**src/nic_rx_ring_header_walk_top_defines.svh**
```systemverilog
// assertion macros for the receive ring header walk top
`ifndef NIC_RX_RING_HEADER_WALK_TOP_DEFINES_SVH
`define NIC_RX_RING_HEADER_WALK_TOP_DEFINES_SVH

`ifndef NO_ASSERTIONS

// same-cycle implication
`define NRHW_ASSERT_IMPL(label, clk, rst, ante, cons) \
   label: assert property (@(posedge clk) disable iff (rst) (ante) |-> (cons)) \
      else $error("nrhw assertion failed");

// next-cycle implication
`define NRHW_ASSERT_NEXT(label, clk, rst, ante, cons) \
   label: assert property (@(posedge clk) disable iff (rst) (ante) |=> (cons)) \
      else $error("nrhw assertion failed");

`else

`define NRHW_ASSERT_IMPL(label, clk, rst, ante, cons)
`define NRHW_ASSERT_NEXT(label, clk, rst, ante, cons)

`endif

`endif

```
**src/nrhw_pkg.sv**
```systemverilog
package nrhw_pkg;

   localparam int PAGE_SHIFT       = 8;
   localparam int HEADER_BYTES     = 4;
   localparam int MAX_PACKET_BYTES = 2048;
   localparam int PAGE_BYTES       = 256;

   localparam int PAGE_W = 8;
   localparam int ADDR_W = 16;
   localparam int CSR_INDEX_W = 8;
   localparam int CSR_DATA_W  = 16;

   localparam logic [PAGE_W-1:0] RESET_START_PAGE = 8'd76;
   localparam logic [PAGE_W-1:0] RESET_STOP_PAGE  = 8'd128;
   localparam logic [ADDR_W-1:0] RESET_BASE_ADDR  = 16'd19456;
   localparam logic [ADDR_W-1:0] RESET_END_ADDR   = 16'd32768;
   localparam logic [PAGE_W-1:0] RESET_NEXT_PAGE  = RESET_START_PAGE + 8'd1;

   typedef enum logic [CSR_INDEX_W-1:0] {
      CSR_RING_START_PAGE = 8'd0,
      CSR_RING_STOP_PAGE  = 8'd1,
      CSR_RING_BASE_ADDR  = 8'd2,
      CSR_RING_END_ADDR   = 8'd3
   } csr_index_type;

   typedef struct packed {
      logic [PAGE_W-1:0] start_page;
      logic [PAGE_W-1:0] stop_page;
      logic [ADDR_W-1:0] base_addr;
      logic [ADDR_W-1:0] end_addr;
   } ring_cfg_type;

   typedef struct packed {
      logic              packet_ok;
      logic              length_mismatch;
      logic [ADDR_W-1:0] data_addr;
      logic [ADDR_W-1:0] data_len;
      logic              wraps;
      logic [ADDR_W-1:0] first_seg_len;
      logic [PAGE_W-1:0] boundary_page;
      logic              more_pending;
   } rsp_type;

endpackage

```
**src/nic_rx_ring_header_walk_top.sv**
```systemverilog
// Receive ring header walk. Each req transfer carries one ring header (next page pointer and
// byte count) plus the chip's current page; each produces exactly one rsp transfer with the
// validity flags, the data address and length, the wrap split of the copy and the new
// boundary page. While rsp_ready stays high the block sustains one header per cycle: a header
// is held in the input register, evaluated against the stored next-packet page in a single
// pass and lands in the result register, which drives rsp_valid. That rate is set by the
// next-page feedback loop, which closes within the single evaluation pass. A stalled rsp
// side holds the result register and, once the input register is also full, drops req_ready.
// The ring registers are written through the csr port (always ready); the user must write
// them only while the block is idle, the block does not enforce it; unknown indexes are ignored.
`include "nic_rx_ring_header_walk_top_defines.svh"

module nic_rx_ring_header_walk_top (
   input  logic        clock,
   input  logic        reset,

   // configuration write channel
   input  logic        csr_valid,
   output logic        csr_ready,
   input  logic [7:0]  csr_index,
   input  logic [15:0] csr_data,

   // header input channel
   input  logic        req_valid,
   output logic        req_ready,
   input  logic [7:0]  req_hdr_next_page,
   input  logic [15:0] req_hdr_byte_count,
   input  logic [7:0]  req_chip_current_page,

   // result channel
   output logic        rsp_valid,
   input  logic        rsp_ready,
   output logic        rsp_packet_ok,
   output logic        rsp_length_mismatch,
   output logic [15:0] rsp_data_addr,
   output logic [15:0] rsp_data_len,
   output logic        rsp_wraps,
   output logic [15:0] rsp_first_seg_len,
   output logic [7:0]  rsp_boundary_page,
   output logic        rsp_more_pending
);
   import nrhw_pkg::*;

   // ring configuration registers
   ring_cfg_type      cfg_ff;

   // walk state: page of the next header to read
   logic [PAGE_W-1:0] next_page_ff;
   logic [PAGE_W-1:0] next_page_in;

   // input register stage
   logic              in_valid_ff;
   logic [PAGE_W-1:0] hdr_next_page_ff;
   logic [ADDR_W-1:0] hdr_byte_count_ff;
   logic [PAGE_W-1:0] chip_current_page_ff;

   // result register stage
   logic              rsp_valid_ff;
   rsp_type           rsp_ff;
   rsp_type           rsp_in;

   logic              advance;

   // header moves into the result register when that slot is free or being drained
   assign advance   = in_valid_ff && (!rsp_valid_ff || rsp_ready);
   assign req_ready = !in_valid_ff || advance;
   assign csr_ready = 1'b1;

   // csr decode
   always_ff @(posedge clock) begin
      if (reset) begin
         cfg_ff.start_page <= RESET_START_PAGE;
         cfg_ff.stop_page  <= RESET_STOP_PAGE;
         cfg_ff.base_addr  <= RESET_BASE_ADDR;
         cfg_ff.end_addr   <= RESET_END_ADDR;
      end else if (csr_valid && csr_ready) begin
         unique case (csr_index)
            CSR_RING_START_PAGE: cfg_ff.start_page <= csr_data[PAGE_W-1:0];
            CSR_RING_STOP_PAGE:  cfg_ff.stop_page  <= csr_data[PAGE_W-1:0];
            CSR_RING_BASE_ADDR:  cfg_ff.base_addr  <= csr_data;
            CSR_RING_END_ADDR:   cfg_ff.end_addr   <= csr_data;
            default: ;
         endcase
      end
   end

   // input register, payload needs no reset
   always_ff @(posedge clock) begin
      if (reset) begin
         in_valid_ff <= 1'b0;
      end else if (req_ready) begin
         in_valid_ff <= req_valid;
      end
   end

   always_ff @(posedge clock) begin
      if (req_valid && req_ready) begin
         hdr_next_page_ff     <= req_hdr_next_page;
         hdr_byte_count_ff    <= req_hdr_byte_count;
         chip_current_page_ff <= req_chip_current_page;
      end
   end

   // single-pass header evaluation
   nrhw_calc u_calc (
      .cfg_i               (cfg_ff),
      .next_page_i         (next_page_ff),
      .hdr_next_page_i     (hdr_next_page_ff),
      .hdr_byte_count_i    (hdr_byte_count_ff),
      .chip_current_page_i (chip_current_page_ff),
      .rsp_o               (rsp_in),
      .next_page_o         (next_page_in)
   );

   // walk state advances together with the result transfer into the output register
   always_ff @(posedge clock) begin
      if (reset) begin
         next_page_ff <= RESET_NEXT_PAGE;
      end else if (advance) begin
         next_page_ff <= next_page_in;
      end
   end

   always_ff @(posedge clock) begin
      if (reset) begin
         rsp_valid_ff <= 1'b0;
      end else if (advance) begin
         rsp_valid_ff <= 1'b1;
      end else if (rsp_ready) begin
         rsp_valid_ff <= 1'b0;
      end
   end

   always_ff @(posedge clock) begin
      if (advance) begin
         rsp_ff <= rsp_in;
      end
   end

   assign rsp_valid           = rsp_valid_ff;
   assign rsp_packet_ok       = rsp_ff.packet_ok;
   assign rsp_length_mismatch = rsp_ff.length_mismatch;
   assign rsp_data_addr       = rsp_ff.data_addr;
   assign rsp_data_len        = rsp_ff.data_len;
   assign rsp_wraps           = rsp_ff.wraps;
   assign rsp_first_seg_len   = rsp_ff.first_seg_len;
   assign rsp_boundary_page   = rsp_ff.boundary_page;
   assign rsp_more_pending    = rsp_ff.more_pending;

   // a good packet never carries more data than the length limit allows
   `NRHW_ASSERT_IMPL(a_ok_len_limit, clock, reset, rsp_valid_ff && rsp_ff.packet_ok, rsp_ff.data_len <= ADDR_W'(MAX_PACKET_BYTES - HEADER_BYTES))
   // a rejected or empty header reports no copy
   `NRHW_ASSERT_IMPL(a_bad_no_copy, clock, reset, rsp_valid_ff && !rsp_ff.packet_ok, rsp_ff.data_addr == '0 && rsp_ff.data_len == '0 && !rsp_ff.wraps && rsp_ff.first_seg_len == '0)
   // without a wrap the whole copy is the first segment
   `NRHW_ASSERT_IMPL(a_nowrap_first, clock, reset, rsp_valid_ff && !rsp_ff.wraps, rsp_ff.first_seg_len == rsp_ff.data_len)
   // an evaluated header always leaves a result in the output register
   `NRHW_ASSERT_NEXT(a_advance_fills, clock, reset, advance, rsp_valid_ff)
   // walk state only moves when a header is evaluated
   `NRHW_ASSERT_NEXT(a_page_hold, clock, reset, !advance, $stable(next_page_ff))

endmodule

```
**src/nrhw_calc.sv**
```systemverilog
module nrhw_calc (
   input  nrhw_pkg::ring_cfg_type cfg_i,
   input  logic [7:0]             next_page_i,
   input  logic [7:0]             hdr_next_page_i,
   input  logic [15:0]            hdr_byte_count_i,
   input  logic [7:0]             chip_current_page_i,
   output nrhw_pkg::rsp_type      rsp_o,
   output logic [7:0]             next_page_o
);
   import nrhw_pkg::*;

   logic              empty;
   logic [PAGE_W-1:0] dist_fwd;
   logic [PAGE_W-1:0] dist_wrap;
   logic [PAGE_W-1:0] page_dist;
   logic              tail_spill;
   logic [PAGE_W-1:0] pages;
   logic [ADDR_W-1:0] len;
   logic              good;
   logic [PAGE_W-1:0] page_ofs;
   logic [ADDR_W-1:0] hdr_addr;
   logic [ADDR_W-1:0] daddr;
   logic [ADDR_W-1:0] dlen;
   logic [ADDR_W:0]   span;
   logic              wrap;
   logic [ADDR_W-1:0] first;
   logic [PAGE_W-1:0] np_new;
   logic [PAGE_W-1:0] bnd_raw;
   logic              ok;

   always_comb begin
      empty     = (next_page_i == chip_current_page_i);

      // page distance, wrapping across the ring
      dist_fwd  = hdr_next_page_i - next_page_i;
      dist_wrap = (hdr_next_page_i - cfg_i.start_page) + (cfg_i.stop_page - next_page_i);
      page_dist = (hdr_next_page_i >= next_page_i) ? dist_fwd : dist_wrap;

      // header bytes spilling into another page cost one more page
      tail_spill = (hdr_byte_count_i[PAGE_SHIFT-1:0] >
                    PAGE_W'(PAGE_BYTES - HEADER_BYTES));
      pages = page_dist - PAGE_W'(1) - {{(PAGE_W-1){1'b0}}, tail_spill};
      len   = {pages, hdr_byte_count_i[PAGE_SHIFT-1:0]};

      good = (len <= ADDR_W'(MAX_PACKET_BYTES)) && (len >= ADDR_W'(HEADER_BYTES)) &&
             (hdr_next_page_i >= cfg_i.start_page) && (hdr_next_page_i < cfg_i.stop_page);
      ok   = !empty && good;

      page_ofs = next_page_i - cfg_i.start_page;
      hdr_addr = cfg_i.base_addr + {page_ofs, {PAGE_SHIFT{1'b0}}};
      daddr    = hdr_addr + ADDR_W'(HEADER_BYTES);
      dlen     = len - ADDR_W'(HEADER_BYTES);
      span     = {1'b0, daddr} + {1'b0, dlen};
      wrap     = (span > {1'b0, cfg_i.end_addr});
      if (!wrap) begin
         first = dlen;
      end else if (cfg_i.end_addr > daddr) begin
         first = cfg_i.end_addr - daddr;
      end else begin
         first = '0;
      end

      if (empty) begin
         np_new = next_page_i;
      end else if (good) begin
         np_new = hdr_next_page_i;
      end else begin
         np_new = cfg_i.start_page + PAGE_W'(1);
      end

      bnd_raw = np_new - PAGE_W'(1);

      rsp_o.packet_ok       = ok;
      rsp_o.length_mismatch = !empty && (len != hdr_byte_count_i);
      rsp_o.data_addr       = ok ? daddr : '0;
      rsp_o.data_len        = ok ? dlen : '0;
      rsp_o.wraps           = ok && wrap;
      rsp_o.first_seg_len   = ok ? first : '0;
      rsp_o.boundary_page   = (bnd_raw < cfg_i.start_page) ?
                              (cfg_i.stop_page - PAGE_W'(1)) : bnd_raw;
      rsp_o.more_pending    = !empty && (np_new != chip_current_page_i);
      next_page_o           = np_new;
   end

endmodule
```
**config.mk**
```make
export PLATFORM = sky130hd
export DESIGN_NAME = nic_rx_ring_header_walk_top
export DESIGN_NICKNAME = d
export VERILOG_FILES = /design/src/nrhw_pkg.sv /design/src/nic_rx_ring_header_walk_top.sv /design/src/nrhw_calc.sv
export VERILOG_INCLUDE_DIRS = /design/src /design/src/src
export SDC_FILE = /design/constraint.sdc
export NUM_CORES = 1
export LEC_CHECK = 0
export BUFFER_PORTS_ARGS = -buffer_cell sky130_fd_sc_hd__buf_4
export CORE_MARGIN = 2
export CORE_UTILIZATION = 35
export DETAILED_ROUTE_END_ITERATION = 10
export GPL_TIMING_DRIVEN = 0
export PLACE_DENSITY = 0.54
export REMOVE_ABC_BUFFERS = 1
export SYNTH_ARGS = -nofsm -noshare
export SYNTH_HDL_FRONTEND = slang
export SYNTH_SLANG_ARGS = --single-unit
```
**constraint.sdc**
```tcl
create_clock -name clock -period 14.9 [get_ports clock]
set_input_delay 1.49 -clock clock [delete_from_list [all_inputs] [get_ports clock]]
set_output_delay 1.49 -clock clock [all_outputs]
set_load 0.005 [all_outputs]
```
Word level (Yosys, flattened, before mapping)
Cells that the tools add are included.
- register bits: 150
- bits in latches: 0
- bits in writable memories: 0
- ROM bits: 0
- input port bits: 61
- output and inout port bits: 63
- logic and storage cells: 76
- memories kept: 0
- add/sub/neg operators: 15
- multipliers: 0
- div/mod/pow operators: 0
- magnitude comparators: 9
- eq/ne operators: 6
- shift operators: 0
- multiplexer cells: 8
- bitwise operators: 0
- reduce and logical (&&, ||, !) cells: 20
- operators by type and width (cell ; number):
    two-way mux 16 bit ; 2
    two-way mux 8 bit ; 4
    subtractor 8 bit ; 4
    subtractor 8 x 1 -> 8 bit (second input constant) ; 3
    adder 16 x 16 -> 17 bit ; 1
    greater-than comparator 17 x 16 -> 1 bit ; 1
    adder 16 bit ; 1
    adder 16 x 3 -> 16 bit (second input constant) ; 1
    == test 8 x 2 -> 1 bit (second input constant) ; 2
    greater-or-equal comparator 16 x 3 -> 1 bit (second input constant) ; 1
    greater-or-equal comparator 8 bit ; 2
    greater-than comparator 16 bit ; 1
    <= comparator 16 x 12 -> 1 bit (second input constant) ; 1
    < comparator 8 bit ; 2
    != test 8 bit ; 2
    subtractor 16 bit ; 1
    subtractor 16 x 3 -> 16 bit (second input constant) ; 1
    logical AND 1 bit ; 9
    adder 8 x 1 -> 8 bit (second input constant) ; 1
    adder 8 bit ; 1
    == test 8 x 1 -> 1 bit (second input constant) ; 1
    == test 8 bit ; 1
    greater-than comparator 8 bit (second input constant) ; 1
    zero test 8 bit ; 1
    6 further kinds ; 13

Depth between registers and ports, before layout
- depth after elaboration: 14
- mapped depth: 35
- mapped depth without buffers: 33

Modules after synthesis
Synthesis repeated with hierarchy kept, for this count alone.
- cells, all modules: 1193
- area total of the unflattened synthesis: 11514.8 um^2
- modules (own cells, without submodules) (module ; instances ; cells each ; area each (um^2) ; sequential area each (um^2)):
    nrhw_calc ; 1 ; 869 ; 6341.1 ; 0.0
    nic_rx_ring_header_walk_top ; 1 ; 324 ; 5173.7 ; 3923.8

Worst setup path before layout
OpenSTA, ideal clock, no wires.
- path kind: register -> register
- start: register cfg_ff[40] (netlist bit)
- end: register rsp_ff (netlist bit rsp_boundary_page[7]) (data pin)
- setup time: 255 ps
- arrival: 6538 ps
- data required time: 14645 ps
- path slack: 8107 ps
- stages on the path, launching flop included: 29
- path buffers: 2
- period minus slack after synthesis: 6793 ps
- path through: dfxtp_1 -> inv_1 -> fa_1 -> inv_1 -> fa_1 -> inv_1 -> ha_1 -> inv_1 -> fa_1 -> nor2_1 -> a21oi_1 -> ha_1 -> nor3b_1 -> nand2_1 -> a2111oi_0 -> mux2i_1 -> and4_1 -> buf_6 -> a211o_1 -> a31oi_4 -> nand4_4 -> or4_4 -> and2_1 -> ha_1 -> a2111oi_0 -> o21ai_0 -> o22a_2 -> buf_6 -> a31o_1
- RTL lines (what ; RTL line ; text):
    start: declaration ; nic_rx_ring_header_walk_top.sv:45 ; ring_cfg_type cfg_ff;
    end signal: assignment ; nic_rx_ring_header_walk_top.sv:136 ; rsp_ff <= rsp_in;
    end: declaration ; nic_rx_ring_header_walk_top.sv:59 ; rsp_type rsp_ff;

==> reports/metrics.cfg <==
[outcome]
status = finished, final reports clean

[yosys]
synth_area_mm2 = 0.0109
yosys-top-cells-count = ha_1 (115), nor2_1 (113), inv_1 (111), nand2_1 (109), edfxtp_1 (92)
yosysMostFrequentCell = ha_1
yosysTopAreaCellShare = 0.253
ys_top_cells_by_area = edfxtp_1 (25%), ha_1 (13%), dfxtp_1 (11%)
synth.yosys.seq_area_share = 0.360
synthFlopType = edfxtp_1
syn_inst = 1155
synth_warnings = 0
ys_ff_latch = 150
synth_cell_type_count = 83
synth_edf_count = 92
syn_area_per_cell_um2 = 9.45
yosysTopAreaCell = edfxtp_1
async_reset_ff_frac = 0

[setup_path]
critPathSlowestCell = a31oi_2
r2r_end = rsp_boundary_page[6]
rr_startpoint = next_page_ff[0]
r2r_slack_ns = 6.71
critical_path.endpoint = rsp_boundary_page[6]
r2r_cells = 26
crit_top_cell = inv_1
path_class = reg -> reg
cp_max_fo = 14
path_buf_inv = 4
required_ns = 15.13
cp.arrival_ns = 8.42
path_depth = 26
crit_start = next_page_ff[0]
critPathTopFamily = simple AND/OR/NAND/NOR gates
cp-end-kind = register
start_kind = register
max_stage_delay_ns = 0.60

[power_and_ir_drop]
combPwrFrac = 0.347
peakVddDrop_mv = 0.0697
netSwitchingFraction = 0.349
finalPower_mw = 1.37
power.internal_mw = 0.892
pwr-share-clk = 0.312
p_seq_frac = 0.341
switchingPower_mw = 0.479
p_per_area_mw_per_mm2 = 108
p_leak_nw = 5.38

[drt]
drc = 0
drtPass1Iterations = 5
drt-wirelength-per-cell_um = 17.8
first_iter_violations = 496
viasPerCell = 5.06
wl_um = 29800
dr_total_vias = 8490
ant_nets = 0

[placed_design]
placedInstanceArea_mm2 = 0.0122
gp_routability_congestion = 0.914
io_buffers = 122
dp_hpwl_um = 23200

[clocking]
path_clk_slew_ns = 0.07
ctsHoldBuffers = 0
numCtsBuffers = 17
cts_setup_buffers = 0
cts_max_path_buffers = 2
cts_tree = built
root_buffer = clkbuf_16
cts.sinks = 150
postCtsResizedCells = 0
insertion_delay_ns = 0.43
htree_levels = 4

[timing]
final.period_utilization = 0.550
rsz0062_at_grt = false
finClkSkew_ns = 0.00859
hold_viol = 0
tightest_slew_ns = 1.22
setup_viol = 0
slew_headroom = 0.184
fin_crit_ns = 8.19
drv_slew = 0
holdWs_ns = 0.466
max_freq_mhz = 122
fin_tns_setup_ns = 0

[global_routing]
grt_antenna_before_repair = 0
grt_pass1_wl_um = 46500
grtUsageTotal = 0.184
grt_overflow = 0
grt_max_degree = 67
grt_pass1_vias = 8148

[floorplan]
dieArea_mm2 = 0.0326
start_util = 0.356
die_x_um = 181
fp.dieH_um = 181
core-area_mm2 = 0.0307
boundaryPins = 124
rows = 64

[layout]
n_antenna_cell = 0
layout.nets = 1463
finalInstanceArea_mm2 = 0.0127
drive_above_1_share = 0.154
syn_to_final_growth_pct = 16.8

[flow_run]
drv_cap = 0

[min_path]
hp-class = reg -> reg

==> power by group through the flow <==
stage | combinational (mW) | clock [mW] | sequential [mW]
after CTS | 0.478 | 0.436 | 0.468
final | 0.476 | 0.428 | 0.468
after detailed placement | 0.474 | 0 | 0.477
after global routing | 0.532 | 0.453 | 0.470
after floorplan | 0.338 | 0 | 0.474
after global placement | 0.472 | 0 | 0.478
==> worst reg2reg max path: stages, from the launching register on <==
cell and delay [ns]:
dfxtp_1 0.53, inv_1 0.22, fa_1 0.52, inv_1 0.05
fa_1 0.47, inv_1 0.04, ha_1 0.18, inv_1 0.07
fa_1 0.44, nor2_1 0.12, a21oi_1 0.07, ha_1 0.40
nor3b_1 0.50, or4b_1 0.49, mux2i_1 0.20, and4_1 0.48
nand3_1 0.16, a31oi_2 0.60, nand4_4 0.23, or4_4 0.47
and2_1 0.18, ha_1 0.18, a2111oi_0 0.39, o21ai_0 0.16
o22a_2 0.35, nor4b_1 0.18, nor3_1 0.31
==> area by class of cell <==
| cell class | count | area [um^2] |
|---|---|---|
| timing repair buffer | 123 | 927 |
| fill | 3092 | 17900 |
| sequential | 150 | 3920 |
| clock buffer | 18 | 439 |
| clock inverter | 14 | 125 |
| tap | 396 | 495 |
| inverter | 112 | 423 |
| multi-input combinational | 865 | 6400 |
==> routing by layer <==
layer | global-route usage | wire length, um | vias up
met5 | 0 | 0 | -
met4 | 0.0426 | 429 | 0
met3 | 0.0267 | 1130 | 28
met2 | 0.299 | 13800 | 206
met1 | 0.258 | 14400 | 3980
li1 | - | - | 4276
==> placed cells by master, fill, tap and decap left out, drive strengths merged, types with 4 or more instances in the layout <==
| master | Yosys | routed |
|---|---|---|
| a2111oi | 4 | 4 |
| a211o | 9 | 9 |
| a211oi | 7 | 7 |
| a21o | 16 | 16 |
| a21oi | 79 | 79 |
| a22o | 14 | 14 |
| a31oi | 6 | 6 |
| and2 | 9 | 9 |
| and3 | 5 | 5 |
| buf | 7 | 123 |
| clkbuf | 21 | 18 |
| clkinv | 0 | 6 |
| dfxtp | 58 | 58 |
| edfxtp | 92 | 92 |
| fa | 18 | 18 |
| ha | 115 | 115 |
| inv | 112 | 116 |
| mux2 | 6 | 6 |
| mux2i | 21 | 21 |
| nand2 | 110 | 110 |
| nand2b | 7 | 7 |
| nand3 | 30 | 30 |
| nand3b | 7 | 7 |
| nand4 | 18 | 18 |
| nor2 | 115 | 115 |
| nor2b | 11 | 11 |
| nor3 | 25 | 25 |
| nor3b | 5 | 5 |
| nor4 | 6 | 6 |
| o211a | 4 | 4 |
| o21a | 13 | 13 |
| o21ai | 27 | 27 |
| o21bai | 12 | 12 |
| or2 | 5 | 5 |
| or3 | 6 | 6 |
| or4 | 5 | 5 |
| xnor2 | 71 | 71 |
| xor2 | 44 | 44 |
==> cells by family (layout without fill, tap and decap cells) <==
group	after synthesis	count (layout)	share of synthesized area
xor gates and xnor gates	115	115	0.0930
and+or+nand+nor	372	372	0.163
DFF	150	150	0.360
muxes	27	27	0.0265
other	1	1	0.000344
buffers and inverters	140	267	0.0539
adders and majority gates	133	133	0.165
AOI/OAI and AO/OA	217	217	0.139
==> metrics by stage <==
stage                     utilization  setup slack, ns  instances
after floorplan                     -             8.08       1127
after global placement          0.396             6.81       1645
after detailed placement        0.397             6.81       1646
after CTS                       0.415             6.78       1678
after global routing            0.415             6.19       1678
final                           0.415             6.71       1678
==> how the worst min path moves through the flow <==
stage / from / to / depth (start not counted)
3_3_place_gp: cfg_ff[28] / cfg_ff[28] / 2
6_report: cfg_ff[25] / cfg_ff[25] / 2
5_1_grt: cfg_ff[28] / cfg_ff[28] / 2
4_1_cts: cfg_ff[25] / cfg_ff[25] / 2
2_1_floorplan: cfg_ff[24] / cfg_ff[24] / 2
3_5_place_dp: cfg_ff[25] / cfg_ff[25] / 2
==> sequential cells by signal, indices dropped and copies added, names as in the netlist <==
name,cells
rsp_boundary_page,8
hdr_byte_count_ff,16
rsp_first_seg_len,16
rsp_data_len,16
rsp_data_addr,16
chip_current_page_ff,8
rsp_length_mismatch,1
cfg_ff,48
rsp_more_pending,1
next_page_ff,8
rsp_packet_ok,1
in_valid_ff,1
rsp_valid,1
rsp_wraps,1
hdr_next_page_ff,8
Note: power is estimated with default switching activity, not from simulation.
